--- config.mk ---
export PLATFORM = sky130hd
export DESIGN_NAME = alle_store
export DESIGN_NICKNAME = d
export VERILOG_FILES = /design/src/hw/rtl/alle_pkg.sv /design/src/hw/rtl/alle_store.sv
export SDC_FILE = /design/constraint.sdc
export NUM_CORES = 2
export LEC_CHECK = 0
export ABC_AREA = 1
export BUFFER_PORTS_ARGS = -buffer_cell sky130_fd_sc_hd__clkbuf_2
export CORE_MARGIN = 2
export CORE_UTILIZATION = 40
export CTS_BUF_LIST = sky130_fd_sc_hd__clkbuf_8
export DETAILED_ROUTE_END_ITERATION = 12
export SYNTH_ARGS = -nofsm -noshare
export SYNTH_HDL_FRONTEND = slang
export SYNTH_SLANG_ARGS = --single-unit
export TNS_END_PERCENT = 5
--- constraint.sdc ---
create_clock -name i_clk -period 6.2 [get_ports i_clk]
set_clock_uncertainty 0.1 [all_clocks]
set_input_delay 1.86 -clock i_clk [delete_from_list [all_inputs] [get_ports i_clk]]
set_output_delay 1.86 -clock i_clk [all_outputs]
set_load 0.03 [all_outputs]
--- src/hw/rtl/alle_pkg.sv ---
// Package for the linked list engine: widths, codes and shared types.
// Used by the node store and the core; depends on nothing.
package alle_pkg;
    localparam int NodeCountDef = 64;
    localparam int LinkW = 7;
    localparam logic [LinkW-1:0] NullSlot = 7'd127;
    localparam int OpW = 3;
    localparam int ValW = 32;
    localparam int StatW = 2;

    localparam logic [OpW-1:0] OP_APPEND = 3'd0;
    localparam logic [OpW-1:0] OP_INS_AFTER = 3'd1;
    localparam logic [OpW-1:0] OP_INS_BEFORE = 3'd2;
    localparam logic [OpW-1:0] OP_DELETE = 3'd3;
    localparam logic [OpW-1:0] OP_LIST = 3'd4;

    localparam logic [StatW-1:0] ST_OK = 2'd0;
    localparam logic [StatW-1:0] ST_FULL = 2'd1;
    localparam logic [StatW-1:0] ST_NOT_FOUND = 2'd2;
    localparam logic [StatW-1:0] ST_EMPTY = 2'd3;

    typedef struct packed {
        logic [OpW-1:0] op;
        logic signed [ValW-1:0] key;
        logic signed [ValW-1:0] new_value;
    } t_in_word;

    typedef struct packed {
        logic signed [ValW-1:0] item_value;
        logic [StatW-1:0] status;
        logic last;
    } t_out_word;
endpackage

--- src/hw/rtl/alle_store.sv ---
// Node store: value and link memories, one write and one registered read port.
// Depends on alle_pkg.
module alle_store import alle_pkg::*; #(
    parameter int NODE_COUNT = NodeCountDef
) (
    input  logic i_clk,
    input  logic i_we,
    input  logic [$clog2(NODE_COUNT)-1:0] i_waddr,
    input  logic i_wval_en,
    input  logic [ValW-1:0] i_wval,
    input  logic i_wnext_en,
    input  logic [LinkW-1:0] i_wnext,
    input  logic [$clog2(NODE_COUNT)-1:0] i_raddr,
    output logic [ValW-1:0] o_rval,
    output logic [LinkW-1:0] o_rnext
);
    logic [ValW-1:0] r_val_mem [NODE_COUNT];
    logic [LinkW-1:0] r_next_mem [NODE_COUNT];

    always_ff @(posedge i_clk) begin
        if (i_we && i_wval_en) begin
            r_val_mem[i_waddr] <= i_wval;
        end
        if (i_we && i_wnext_en) begin
            r_next_mem[i_waddr] <= i_wnext;
        end
        o_rval <= r_val_mem[i_raddr];
        o_rnext <= r_next_mem[i_raddr];
    end
endmodule

==> reports/results.ini <==
[worst_setup_path]
crit_family = flip-flops
worstSetupPathDepth = 1
r2r_cells = 8
critPathMaxStageDelay_ns = 0.86
rrSetupSlack_ns = 4.37
worstPathArrival_ns = 2.27
path_max_fanout = 5
cp_num_buf_inv = 1
path_cells = clkbuf_2
cpMaxStageDelayCell = dfxtp_1
cp-start-kind = register
crit_required_ns = 4.24
end_kind = primary output
path_class = reg -> out

[placement]
dp.cells = 11400
dp_hpwl_mm = 159
gp_congestion = 0.827
io_buffer_count = 93

[clocking]
clock_latency_ns = 1.12
clock-sinks = 2535
cts_root_buffer = clkbuf_8
numCtsBuffers = 400
clk_pin_slew_ns = 0.06
post_cts_buffers = 0
tritoncts = built
cts-htree-levels = 5
cts_hold_buf = 0
cts.path.max_buffers = 4
ctsResizeCount = 0

[synth]
ys_seq_area_share_pct = 74.5
ys_ff_latch = 2535
syn_area_per_cell_um2 = 12.2
postSynthNetCount = 8393
syn_area_um2 = 102000
yosysWarningCount = 0
synthDistinctLibCells = 18
netlist_instances = 8338

[worst_hold_path]
holdPathStages = 8
hold_path.class = reg -> reg

[layout]
fillCellCount = 22900
post-route-util_pct = 44.6
syn2layout_area_growth_pct = 11.2
fin_cells = 12200
drive_above_1_share_pct = 9.92
fin_nets = 8539

[power]
p_per_area_nw_per_um2 = 306
ir_drop_mv = 0.185
p_leak_nw = 39.9

[floorplan]
die_w_um = 508
io_pins = 94
fp.dieArea_um2 = 258000
core_area_um2 = 253000
die_y_um = 508
start_util_pct = 40.1
rows = 185

[timing]
setup_tns_ns = 0
clock.fmax_mhz = 236
fin_crit_sh_pct = 68.3
worst_slew_pin_slew_ns = 1.34
setup_viol = 0
rsz0062_at_grt = false
slew_violations = 0
fin_crit_ns = 4.23
max_slew_margin_pct = 10.2
hold_violations = 0

[grt]
gr-usage-all-layers_pct = 22.9
grt_max_degree = 166
top_usage_layer = met2
antenna_found_initial = 16
grt_util_met2_pct = 36.1
met3_usage_pct = 3.74
grt_pass1_vias = 63800
use_met1_pct = 31.8
grt_overflow_total = 0
grt_first_pass_wirelength_mm = 436

[job]
cap_violations = 0

[drt]
final_antenna_net_count = 0
post_drt_wl_per_cell_um = 24.9
wl_mm = 302
via_count = 67100
first_iter_violations = 8009
first_pass_iters = 6
drc = 0
via_per_inst = 5.52

[status]
status = finished, final reports clean

per-layer routing:
layer	up-vias	share of wire [%]
met5	-	0.0043
met4	2	3.7
met1	33200	41
li1	30000	-
met3	495	8.7
met2	3399	46
state kept, by name, summed over array words and instances, names as in the netlist:
signal,count
r_val_mem,2048
o_rval,32
o_rnext,7
r_next_mem,448
synthesized netlist by cell type, drive strengths merged:
cell type  count  area (µm²)
clkbuf       121         454
edfxtp      2496       75000
nand2       2768       10400
inv           14        55.1
buf          447        2760
clkinv         2        7.51
nand3b         2        15.0
nor2          18        67.6
nand3       2315       11600
nor3         116         581
dfxtp         39         781
worst paths after layout:
path,startpoint,endpoint
max,o_rnext[2],o_rnext[2]
min,r_val_mem[28][23],o_rval[23]
max reg2reg,r_val_mem[43][16],o_rval[16]
min reg2reg,r_val_mem[28][23],o_rval[23]
worst register-to-register path: stages, from the launching register on:
cell and delay (ns):
edfxtp_1 0.35, nand2_1 0.07, nand3_1 0.08, nand3_1 0.12, nand3_1 0.11, nand3_1 0.32, nand2_1 0.11, nand2_1 0.31
nand2_1 0.10
power breakdown:
part           switching, mW  total (mW)  leakage, nW  internal [mW]
Combinational           1.73        2.25         12.9          0.517
Clock                   6.42        13.3         4.24           6.89
Sequential            0.0857        19.0         22.8           18.9
Total                   8.24        34.6         39.9           26.3
through the flow:
stage / cell area (µm²) / worst slack (ns) / total power, mW / hold slack, ns
2_1_floorplan: 102000 / 0.850 / 20.6 / 0.621
3_3_place_gp: 106000 / 1.47 / 21.6 / 0.673
3_5_place_dp: 106000 / 1.45 / 21.6 / 0.677
4_1_cts: 113000 / 1.92 / 34.8 / 0.693
5_1_grt: 113000 / 1.98 / 35.6 / 0.774
6_report: 113000 / 1.97 / 34.6 / 0.689
cell type report:
cell class / instances / area (µm²) / area share, %
Antenna cell: 10 / 25.0 / 0.0221
Clock buffer: 420 / 5780 / 5.11
Clock inverter: 282 / 1560 / 1.38
Inverter: 16 / 101 / 0.0897
Multi-Input combinational cell: 5219 / 23000 / 20.3
Sequential cell: 2535 / 75700 / 67.0
Tap cell: 3366 / 4210 / 3.73
Timing Repair Buffer: 312 / 2620 / 2.32
cells by family (layout without fill, tap and decap cells):
logic type	count (synthesis)	after routing	share of synthesized area (%)
DFF	2535	2535	74.5
buffers and inverters	584	1030	3.22
and+or+nand+nor	5219	5219	22.3
other	0	10	0
cells in the final DEF (no fill, tap or decap), types with 10 or more instances in the layout:
| cell | instances |
|---|---|
| nand2_1 | 2766 |
| nor3_2 | 56 |
| buf_12 | 38 |
| nand3_1 | 2315 |
| clkinv_2 | 36 |
| clkbuf_8 | 421 |
| dfxtp_1 | 39 |
| diode_2 | 10 |
| bufinv_16 | 16 |
| clkinv_1 | 92 |
| inv_1 | 134 |
| edfxtp_1 | 2496 |
| nor3_1 | 60 |
| clkbuf_2 | 87 |
| buf_4 | 181 |
Note: power is estimated with default switching activity, not from simulation.
